File: src/hdl/cfpb_pkg.sv
// Shared constants, types and the CRC-8 byte update for the framed packet builder.
package cfpb_pkg;

  localparam int MAX_PAYLOAD = 128;

  localparam logic [7:0] CRC_POLY = 8'h07;
  localparam logic [7:0] MARK_A   = 8'hAA;
  localparam logic [7:0] MARK_B   = 8'h55;
  localparam logic [7:0] LEN_ADD  = 8'd5;

  // One accepted payload byte together with what the frame needs around it.
  typedef struct packed {
    logic        hdr;
    logic        trl;
    logic [7:0]  data;
    logic [7:0]  len;
    logic [7:0]  ftype;
    logic [31:0] stamp;
  } item_t;

  // Position in the output byte sequence of one item.
  typedef enum logic [12:0] {
    ST_MARK_A = 13'b0000000000001,
    ST_MARK_B = 13'b0000000000010,
    ST_LEN_HI = 13'b0000000000100,
    ST_LEN_LO = 13'b0000000001000,
    ST_STAMP3 = 13'b0000000010000,
    ST_STAMP2 = 13'b0000000100000,
    ST_STAMP1 = 13'b0000001000000,
    ST_STAMP0 = 13'b0000010000000,
    ST_TYPE   = 13'b0000100000000,
    ST_DATA   = 13'b0001000000000,
    ST_CRC    = 13'b0010000000000,
    ST_END_B  = 13'b0100000000000,
    ST_END_A  = 13'b1000000000000
  } step_t;

  function automatic logic [7:0] crc8_feed(input logic [7:0] crc, input logic [7:0] b);
    logic [7:0] c;
    c = crc ^ b;
    for (int k = 0; k < 8; k++) begin
      if (c[7]) begin
        c = {c[6:0], 1'b0} ^ CRC_POLY;
      end else begin
        c = {c[6:0], 1'b0};
      end
    end
    return c;
  endfunction

endpackage

File: src/hdl/cfpb_if.sv
// Valid/ready channel interfaces for payload input and framed byte output.
interface cfpb_in_if;
  logic        valid;
  logic        ready;
  logic [7:0]  payload_byte;
  logic [7:0]  payload_len;
  logic [7:0]  frame_type;
  logic [31:0] stamp;

  modport source (output valid, output payload_byte, output payload_len,
                  output frame_type, output stamp, input ready);
  modport sink (input valid, input payload_byte, input payload_len,
                input frame_type, input stamp, output ready);
endinterface

interface cfpb_out_if;
  logic       valid;
  logic       ready;
  logic [7:0] out_byte;
  logic       frame_end;

  modport source (output valid, output out_byte, output frame_end, input ready);
  modport sink (input valid, input out_byte, input frame_end, output ready);
endinterface

File: src/hdl/crc8_framed_packet_builder_unit.sv
// Top level of the CRC-8 framed packet builder.
// An accepted item is held in the item register until its bytes enter the output register.
// Throughput: one output byte per cycle when out_ready is high; an item holds the sequencer
// until its bytes have moved on (1 for a pass-through byte, up to 13 for a one-byte frame).
// The single output byte port sets that figure; a new item is taken in the cycle its
// predecessor's last byte moves into the output register.
// Reset (rst_n low, synchronous) closes any open frame and clears the CRC and both channels.
module crc8_framed_packet_builder_unit #(
  parameter int MAX_PAYLOAD = cfpb_pkg::MAX_PAYLOAD
) (
  input logic        clk,
  input logic        rst_n,
  cfpb_in_if.sink    in_ch,
  cfpb_out_if.source out_ch
);

  cfpb_pkg::item_t in_item;
  logic            in_xfer;

  assign in_xfer = in_ch.valid && in_ch.ready;

  cfpb_framer #(
    .MAX_PAYLOAD(MAX_PAYLOAD)
  ) u_framer (
    .clk          (clk),
    .rst_n        (rst_n),
    .accept       (in_xfer),
    .payload_byte (in_ch.payload_byte),
    .payload_len  (in_ch.payload_len),
    .frame_type   (in_ch.frame_type),
    .stamp        (in_ch.stamp),
    .item         (in_item)
  );

  cfpb_serializer u_serializer (
    .clk           (clk),
    .rst_n         (rst_n),
    .in_valid      (in_ch.valid),
    .in_ready      (in_ch.ready),
    .in_item       (in_item),
    .out_valid     (out_ch.valid),
    .out_ready     (out_ch.ready),
    .out_byte      (out_ch.out_byte),
    .out_frame_end (out_ch.frame_end)
  );

  // The closing byte of every frame is the second trailer marker.
  a_end_marker: assert property (@(posedge clk) disable iff (!rst_n)
    (out_ch.valid && out_ch.frame_end) |-> (out_ch.out_byte == cfpb_pkg::MARK_A))
    else $error("frame end flagged on a byte other than the trailer marker");

  // A frame opens with a length inside the supported range.
  a_len_range: assert property (@(posedge clk) disable iff (!rst_n)
    (in_xfer && in_item.hdr) |->
      ((in_item.len != 8'd0) && (in_item.len <= 8'(MAX_PAYLOAD))))
    else $error("frame opened with a length outside the supported range");

  // Only a one-byte frame can open and close on the same transfer.
  a_short_frame: assert property (@(posedge clk) disable iff (!rst_n)
    (in_xfer && in_item.hdr && in_item.trl) |-> (in_item.len == 8'd1))
    else $error("frame closed on its first byte with a longer declared length");

endmodule

File: src/hdl/cfpb_framer.sv
// Frame tracking: decides header and trailer for each accepted payload byte.
module cfpb_framer #(
  parameter int MAX_PAYLOAD = cfpb_pkg::MAX_PAYLOAD
) (
  input  logic            clk,
  input  logic            rst_n,
  input  logic            accept,
  input  logic [7:0]      payload_byte,
  input  logic [7:0]      payload_len,
  input  logic [7:0]      frame_type,
  input  logic [31:0]     stamp,
  output cfpb_pkg::item_t item
);

  localparam logic [7:0] MAX_LEN = 8'(MAX_PAYLOAD);

  logic       inside_r, inside_nxt;
  logic [7:0] left_r, left_nxt;
  logic [7:0] len_min, len_sat;

  always_comb begin
    // A zero length counts as one byte; longer frames saturate.
    len_min = (payload_len == 8'd0) ? 8'd1 : payload_len;
    len_sat = (len_min > MAX_LEN) ? MAX_LEN : len_min;

    if (!inside_r) begin
      left_nxt = len_sat - 8'd1;
    end else if (left_r != 8'd0) begin
      left_nxt = left_r - 8'd1;
    end else begin
      left_nxt = 8'd0;
    end
    inside_nxt = (left_nxt != 8'd0);

    item.hdr   = !inside_r;
    item.trl   = (left_nxt == 8'd0);
    item.data  = payload_byte;
    item.len   = len_sat;
    item.ftype = frame_type;
    item.stamp = stamp;
  end

  always_ff @(posedge clk) begin
    if (!rst_n) begin
      inside_r <= 1'b0;
      left_r   <= 8'd0;
    end else if (accept) begin
      inside_r <= inside_nxt;
      left_r   <= left_nxt;
    end
  end

endmodule

File: src/hdl/cfpb_serializer.sv
// Item register, byte sequencer with running CRC, and the output register.
module cfpb_serializer (
  input  logic            clk,
  input  logic            rst_n,
  input  logic            in_valid,
  output logic            in_ready,
  input  cfpb_pkg::item_t in_item,
  output logic            out_valid,
  input  logic            out_ready,
  output logic [7:0]      out_byte,
  output logic            out_frame_end
);

  logic             item_valid_r;
  cfpb_pkg::item_t  item_r;
  cfpb_pkg::step_t  step_r, step_nxt;
  logic [7:0]       crc_r;
  logic             out_valid_r;
  logic [7:0]       out_byte_r;
  logic             out_end_r;

  logic             out_free, adv, last, load;
  logic [7:0]       cur_byte;
  logic [15:0]      total;

  assign total    = 16'(item_r.len) + 16'(cfpb_pkg::LEN_ADD);
  assign out_free = !out_valid_r || out_ready;
  assign adv      = item_valid_r && out_free;
  assign last     = ((step_r == cfpb_pkg::ST_DATA) && !item_r.trl) ||
                    (step_r == cfpb_pkg::ST_END_A);
  assign in_ready = !item_valid_r || (adv && last);
  assign load     = in_valid && in_ready;

  always_comb begin
    cur_byte = item_r.data;
    step_nxt = step_r;
    unique case (step_r)
      cfpb_pkg::ST_MARK_A: begin
        cur_byte = cfpb_pkg::MARK_A;
        step_nxt = cfpb_pkg::ST_MARK_B;
      end
      cfpb_pkg::ST_MARK_B: begin
        cur_byte = cfpb_pkg::MARK_B;
        step_nxt = cfpb_pkg::ST_LEN_HI;
      end
      cfpb_pkg::ST_LEN_HI: begin
        cur_byte = total[15:8];
        step_nxt = cfpb_pkg::ST_LEN_LO;
      end
      cfpb_pkg::ST_LEN_LO: begin
        cur_byte = total[7:0];
        step_nxt = cfpb_pkg::ST_STAMP3;
      end
      cfpb_pkg::ST_STAMP3: begin
        cur_byte = item_r.stamp[31:24];
        step_nxt = cfpb_pkg::ST_STAMP2;
      end
      cfpb_pkg::ST_STAMP2: begin
        cur_byte = item_r.stamp[23:16];
        step_nxt = cfpb_pkg::ST_STAMP1;
      end
      cfpb_pkg::ST_STAMP1: begin
        cur_byte = item_r.stamp[15:8];
        step_nxt = cfpb_pkg::ST_STAMP0;
      end
      cfpb_pkg::ST_STAMP0: begin
        cur_byte = item_r.stamp[7:0];
        step_nxt = cfpb_pkg::ST_TYPE;
      end
      cfpb_pkg::ST_TYPE: begin
        cur_byte = item_r.ftype;
        step_nxt = cfpb_pkg::ST_DATA;
      end
      cfpb_pkg::ST_DATA: begin
        cur_byte = item_r.data;
        step_nxt = cfpb_pkg::ST_CRC;
      end
      cfpb_pkg::ST_CRC: begin
        cur_byte = crc_r;
        step_nxt = cfpb_pkg::ST_END_B;
      end
      cfpb_pkg::ST_END_B: begin
        cur_byte = cfpb_pkg::MARK_B;
        step_nxt = cfpb_pkg::ST_END_A;
      end
      cfpb_pkg::ST_END_A: begin
        cur_byte = cfpb_pkg::MARK_A;
        step_nxt = cfpb_pkg::ST_END_A;
      end
      default: begin
        cur_byte = item_r.data;
        step_nxt = cfpb_pkg::ST_END_A;
      end
    endcase
  end

  always_ff @(posedge clk) begin
    if (!rst_n) begin
      item_valid_r <= 1'b0;
      step_r       <= cfpb_pkg::ST_DATA;
    end else if (load) begin
      item_valid_r <= 1'b1;
      step_r       <= in_item.hdr ? cfpb_pkg::ST_MARK_A : cfpb_pkg::ST_DATA;
    end else if (adv && last) begin
      item_valid_r <= 1'b0;
    end else if (adv) begin
      step_r <= step_nxt;
    end
  end

  always_ff @(posedge clk) begin
    if (load) begin
      item_r <= in_item;
    end
  end

  // The CRC follows stamp, type and data bytes into the output register.
  always_ff @(posedge clk) begin
    if (!rst_n) begin
      crc_r <= 8'd0;
    end else if (adv) begin
      case (step_r) inside
        cfpb_pkg::ST_STAMP3, cfpb_pkg::ST_STAMP2, cfpb_pkg::ST_STAMP1,
        cfpb_pkg::ST_STAMP0, cfpb_pkg::ST_TYPE, cfpb_pkg::ST_DATA: begin
          crc_r <= cfpb_pkg::crc8_feed(crc_r, cur_byte);
        end
        cfpb_pkg::ST_MARK_A, cfpb_pkg::ST_CRC: begin
          crc_r <= 8'd0;
        end
        default: begin
          crc_r <= crc_r;
        end
      endcase
    end
  end

  always_ff @(posedge clk) begin
    if (!rst_n) begin
      out_valid_r <= 1'b0;
    end else if (out_free) begin
      out_valid_r <= adv;
    end
  end

  always_ff @(posedge clk) begin
    if (adv) begin
      out_byte_r <= cur_byte;
      out_end_r  <= (step_r == cfpb_pkg::ST_END_A);
    end
  end

  assign out_valid     = out_valid_r;
  assign out_byte      = out_byte_r;
  assign out_frame_end = out_end_r;

endmodule
File: src/flat_wrapper.sv
// flat-port wrapper written by rule: the top's interface ports become plain ports
module crc8_framed_packet_builder_unit_flat 
#(
  parameter int MAX_PAYLOAD = cfpb_pkg::MAX_PAYLOAD
)
  (clk, rst_n, in_ch_valid, in_ch_payload_byte, in_ch_payload_len, in_ch_frame_type, in_ch_stamp, in_ch_ready, out_ch_valid, out_ch_out_byte, out_ch_frame_end, out_ch_ready);
  cfpb_in_if in_ch_i ();
  cfpb_out_if out_ch_i ();
  input logic clk;
  input logic rst_n;
  input wire logic [$bits(in_ch_i.valid)-1:0] in_ch_valid;
  input wire logic [$bits(in_ch_i.payload_byte)-1:0] in_ch_payload_byte;
  input wire logic [$bits(in_ch_i.payload_len)-1:0] in_ch_payload_len;
  input wire logic [$bits(in_ch_i.frame_type)-1:0] in_ch_frame_type;
  input wire logic [$bits(in_ch_i.stamp)-1:0] in_ch_stamp;
  output wire logic [$bits(in_ch_i.ready)-1:0] in_ch_ready;
  output wire logic [$bits(out_ch_i.valid)-1:0] out_ch_valid;
  output wire logic [$bits(out_ch_i.out_byte)-1:0] out_ch_out_byte;
  output wire logic [$bits(out_ch_i.frame_end)-1:0] out_ch_frame_end;
  input wire logic [$bits(out_ch_i.ready)-1:0] out_ch_ready;
  assign in_ch_i.valid = in_ch_valid;
  assign in_ch_i.payload_byte = in_ch_payload_byte;
  assign in_ch_i.payload_len = in_ch_payload_len;
  assign in_ch_i.frame_type = in_ch_frame_type;
  assign in_ch_i.stamp = in_ch_stamp;
  assign in_ch_ready = in_ch_i.ready;
  assign out_ch_valid = out_ch_i.valid;
  assign out_ch_out_byte = out_ch_i.out_byte;
  assign out_ch_frame_end = out_ch_i.frame_end;
  assign out_ch_i.ready = out_ch_ready;
  crc8_framed_packet_builder_unit #(.MAX_PAYLOAD(MAX_PAYLOAD)) u_core (.clk(clk), .rst_n(rst_n), .in_ch(in_ch_i), .out_ch(out_ch_i));
endmodule
File: config.mk
export PLATFORM = sky130hd
export DESIGN_NAME = crc8_framed_packet_builder_unit_flat
export DESIGN_NICKNAME = d
export VERILOG_FILES = /design/src/hdl/cfpb_pkg.sv /design/src/hdl/cfpb_if.sv /design/src/hdl/crc8_framed_packet_builder_unit.sv /design/src/hdl/cfpb_framer.sv /design/src/hdl/cfpb_serializer.sv /design/src/flat_wrapper.sv
export SDC_FILE = /design/constraint.sdc
export NUM_CORES = 1
export LEC_CHECK = 0
export BUFFER_PORTS_ARGS = -buffer_cell sky130_fd_sc_hd__buf_2
export CORE_MARGIN = 3
export CORE_UTILIZATION = 59
export DETAILED_ROUTE_END_ITERATION = 16
export GPL_TIMING_DRIVEN = 0
export PLACE_DENSITY = 0.83
export SETUP_SLACK_MARGIN = 0.2
export SYNTH_ARGS = -nofsm -noshare
export SYNTH_HDL_FRONTEND = slang
export SYNTH_HIERARCHICAL = 1
export SYNTH_SLANG_ARGS = --single-unit
File: constraint.sdc
create_clock -name clk -period 4.96 [get_ports clk]
set_input_delay 0.248 -clock clk [delete_from_list [all_inputs] [get_ports clk]]
set_output_delay 0.248 -clock clk [all_outputs]
set_load 0.05 [all_outputs]
==> metrics.txt <==
# TYPE chip_impl_metric gauge
chip_impl_metric{name="count_of_mapped_cells_out_of_synthesis",unit=""} 595
chip_impl_metric{name="grt.overflow.total",unit=""} 0
chip_impl_metric{name="cts_inserted_buffers",unit=""} 9
chip_impl_metric{name="die_outline_area",unit="mm2"} 0.0113
chip_impl_metric{name="clock_path_buffers",unit=""} 2
chip_impl_metric{name="power.net_switching",unit="W"} 0.000578
chip_impl_metric{name="synth.ff_latch_count",unit=""} 98
chip_impl_metric{name="routedWlPerCell",unit="um"} 19.2
chip_impl_metric{name="post_cts_sizing",unit=""} 0
chip_impl_metric{name="ys.warnings.count",unit=""} 6
chip_impl_metric{name="worst_hold_path_cells",unit=""} 1
chip_impl_metric{name="placer_congestion",unit=""} 0.961
chip_impl_metric{name="max_freq",unit="MHz"} 229
chip_impl_metric{name="detailedRoute.firstIterationViolations",unit=""} 368
chip_impl_info{name="grt_setup_unrepaired",value="false"} 1
chip_impl_metric{name="detailed_place_hpwl",unit="um"} 11000
chip_impl_metric{name="final-max-slew-violation-count",unit=""} 0
chip_impl_metric{name="power.switching_fraction",unit=""} 0.305
chip_impl_metric{name="timing_worst_slew_pin_value",unit="ns"} 1.33
chip_impl_metric{name="critPathRequiredTime",unit="ns"} 5.26
chip_impl_metric{name="synthToLayoutAreaGrowth",unit="%"} 7.88
chip_impl_metric{name="final_core_utilization",unit=""} 0.674
chip_impl_metric{name="power_frac_seq",unit=""} 0.521
chip_impl_metric{name="finalSetupViolCount",unit=""} 0
chip_impl_metric{name="min_period",unit="ns"} 4.37
chip_impl_metric{name="slew_limit_headroom",unit=""} 0.106
chip_impl_info{name="mostFrequentLayoutCells",value="edfxtp_1, nand2_1, buf_4"} 1
chip_impl_info{name="criticalPathCategory",value="flip-flop to flip-flop"} 1
chip_impl_metric{name="grt_pass1_vias",unit=""} 4390
chip_impl_metric{name="mappedNetlistArea",unit="mm2"} 0.00594
chip_impl_info{name="mostFrequentLayoutCell",value="edfxtp_1"} 1
chip_impl_metric{name="synth.lib_cells_used.distinct",unit=""} 89
chip_impl_metric{name="drt.antenna.violating_nets",unit=""} 0
chip_impl_metric{name="path_clk_slew",unit="ns"} 0.10
chip_impl_metric{name="cts_hold_buffers",unit=""} 0
chip_impl_metric{name="finalNetCount",unit=""} 692
chip_impl_metric{name="ff2ff_path_depth",unit=""} 11
chip_impl_info{name="start_kind",value="flip-flop"} 1
chip_impl_metric{name="syn_avg_cell_area",unit="um2"} 9.98
chip_impl_metric{name="start_util",unit=""} 0.625
chip_impl_metric{name="clock_power_share",unit=""} 0.245
chip_impl_metric{name="grt_first_pass_wirelength",unit="um"} 22900
chip_impl_metric{name="htree_num_levels",unit=""} 3
chip_impl_metric{name="power_per_cell_area",unit="mW/mm2"} 296
chip_impl_info{name="outcome",value="complete, no violations"} 1
chip_impl_metric{name="place_ws",unit="ns"} 0.687
chip_impl_metric{name="cell_internal_pwr",unit="W"} 0.00132
chip_impl_metric{name="grt_max_degree",unit=""} 46
chip_impl_info{name="dominantRegCellSynth",value="edfxtp_1"} 1
chip_impl_metric{name="total_leakage_power",unit="nW"} 2.36
chip_impl_metric{name="core_area",unit="mm2"} 0.00950
chip_impl_metric{name="clock-sinks",unit=""} 98
chip_impl_metric{name="async_flop_share",unit=""} 0
chip_impl_metric{name="rows",unit=""} 35
chip_impl_metric{name="nFillCells",unit=""} 765
chip_impl_metric{name="tns",unit="ns"} 0
chip_impl_metric{name="number_of_inserted_diodes",unit=""} 0
chip_impl_metric{name="hold_viol",unit=""} 0
chip_impl_metric{name="finalWirelength",unit="um"} 14600
chip_impl_info{name="min-delay-path-class",value="input pin to flip-flop"} 1
chip_impl_metric{name="fin_crit_sh",unit=""} 0.882
chip_impl_info{name="cts-root-buf",value="clkbuf_8"} 1
chip_impl_metric{name="grt_antenna_before_repair",unit=""} 0
chip_impl_metric{name="die_w",unit="um"} 106
chip_impl_metric{name="peakVddDrop",unit="V"} 0.000209
chip_impl_metric{name="timing.critical_path.arrival",unit="ns"} 4.67
chip_impl_metric{name="drt_pass1_iterations",unit=""} 5
chip_impl_metric{name="count_of_port_buffers_added_during_placement",unit=""} 22
chip_impl_metric{name="route.vias.total",unit=""} 4783
chip_impl_info{name="setup.worst_path.end_class",value="flip-flop"} 1
chip_impl_metric{name="grt_use_total",unit=""} 0.261
chip_impl_metric{name="drt-vias-per-instance",unit=""} 6.27
chip_impl_metric{name="cap_viol_max_count",unit=""} 0
chip_impl_metric{name="route.detailed.drc",unit=""} 0
chip_impl_metric{name="power.combinational.fraction",unit=""} 0.234
chip_impl_metric{name="synth_enable_flop_cells",unit=""} 66
chip_impl_metric{name="cts_post_setup_buffers_inserted",unit=""} 0
chip_impl_metric{name="syn_nets",unit=""} 658
chip_impl_metric{name="fin_total_pwr",unit="W"} 0.00189
chip_impl_metric{name="drive_gt1_frac",unit=""} 0.219
chip_impl_metric{name="critPathMaxFanout",unit=""} 10
chip_impl_metric{name="postLayoutSetupSlackWorst",unit="ns"} 0.587
chip_impl_info{name="tritoncts_clock_tree",value="built"} 1
chip_impl_metric{name="worst_skew_pair.late_latency",unit="ns"} 0.37
chip_impl_metric{name="seq_area_frac_synth",unit=""} 0.442
chip_impl_metric{name="die-height",unit="um"} 106
chip_impl_metric{name="fin_worst_skew",unit="ns"} 0.0172
chip_impl_metric{name="io_pins",unit=""} 71
routing by layer:
metal / up-vias / track usage / routed length [um]
met5: - / 0 / 0
met4: 0 / 0.0611 / 144
met3: 16 / 0.0559 / 1170
met2: 218 / 0.431 / 7130
met1: 2318 / 0.353 / 6190
li1: 2231 / - / -
state kept, by name (all words and copies together) (netlist names):
register                           count
u_core/u_serializer/item_r            57
u_core/u_serializer/step_r            13
u_core/u_framer/left_r                 8
u_core/u_serializer/crc_r              8
u_core/u_serializer/out_byte           8
u_core/u_framer/inside_r               1
u_core/u_serializer/item_valid_r       1
u_core/u_serializer/out_frame_end      1
u_core/u_serializer/out_valid          1
logic make-up (layout without fill, tap and decap cells):
| group | Yosys count | count (layout) | share of synthesized area |
|---|---|---|---|
| AOI/OAI and AO/OA | 131 | 131 | 0.156 |
| xor gates and xnor gates | 33 | 33 | 0.0584 |
| adders and majority gates | 3 | 3 | 0.00632 |
| buffers and inverters | 98 | 137 | 0.100 |
| DFF | 98 | 98 | 0.442 |
| muxes | 7 | 7 | 0.0160 |
| and+or+nand+nor | 225 | 225 | 0.222 |
power by group through the flow:
| stage | clock network, W | registers [W] | logic, W |
|---|---|---|---|
| global placement | 0 | 0.00100 | 0.000421 |
| detailed placement | 0 | 0.00100 | 0.000435 |
| CTS | 0.000478 | 0.000985 | 0.000438 |
| global route | 0.000510 | 0.000992 | 0.000479 |
| floorplan | 0 | 0.00101 | 0.000322 |
| finish | 0.000464 | 0.000986 | 0.000443 |
stage by stage:
step | cell area, um2 | hold slack [ns] | std cells
floorplan | 5940 | 0.324 | 595
detailed placement | 6230 | 0.427 | 747
CTS | 6400 | 0.0295 | 763
finish | 6400 | 0.0454 | 763
global placement | 6210 | 0.426 | 746
global route | 6400 | 0.0207 | 763
area by class of cell:
| class | count | area (um2) | share of cell area |
|---|---|---|---|
| plain buffers | 81 | 531 | 0.0828 |
| clock buffers | 10 | 128 | 0.0199 |
| clock inverters | 6 | 42.5 | 0.00664 |
| inverters | 17 | 63.8 | 0.00996 |
| multi-input cells | 399 | 2730 | 0.426 |
| flip-flops and latches | 98 | 2620 | 0.410 |
| well taps | 129 | 161 | 0.0252 |
| repair buffers | 23 | 130 | 0.0203 |
critical path: stages, from the launching register on:
cell,delay [ns]
dfxtp_1,0.32
buf_2,0.18
nor4_2,0.77
nand3_1,0.50
o21ai_0,0.70
or3_1,0.22
buf_6,0.15
mux2_4,0.32
xnor2_2,0.36
xnor3_1,0.40
or3_1,0.33
o21ai_2,0.07
cells in the mapped netlist (4+ instances only):
master	number	area [um2]
a31oi_1	5	31.3
or4_1	5	37.5
nand4_1	7	43.8
buf_2	4	20.0
and3_1	7	43.8
nand2b_1	6	37.5
o21ai_0	28	140
edfxtp_1	66	1980
nor2b_1	12	75.1
buf_4	52	390
nor3b_1	4	30.0
nor4_1	16	100
or3_1	7	43.8
nand2_1	53	199
a211oi_1	4	30.0
inv_1	17	63.8
and3b_1	4	35.0
a21boi_0	6	45.0
xor2_1	8	70.1
and2b_2	4	35.0
nor3_1	17	85.1
o21ai_1	7	35.0
a21oi_1	25	125
a22oi_1	7	52.6
nor2_1	25	93.8
and2_1	5	31.3
clkbuf_1	21	78.8
dfxtp_1	32	641
xnor2_1	20	175
nand3_1	10	50.1
nand3b_1	14	105
worst paths after layout:
check	from	to	slack, ns
worst min-delay path	in_ch_stamp[19]	u_core/u_serializer/item_r[19]	0.05
worst min register to register	u_core/u_framer/left_r[5]	u_core/u_framer/left_r[5]	0.50
worst max-delay path	u_core/u_serializer/step_r[11]	u_core/u_serializer/crc_r[7]	0.59
worst max register to register	u_core/u_serializer/step_r[11]	u_core/u_serializer/crc_r[7]	0.59
(Power assumes the default switching activity.)
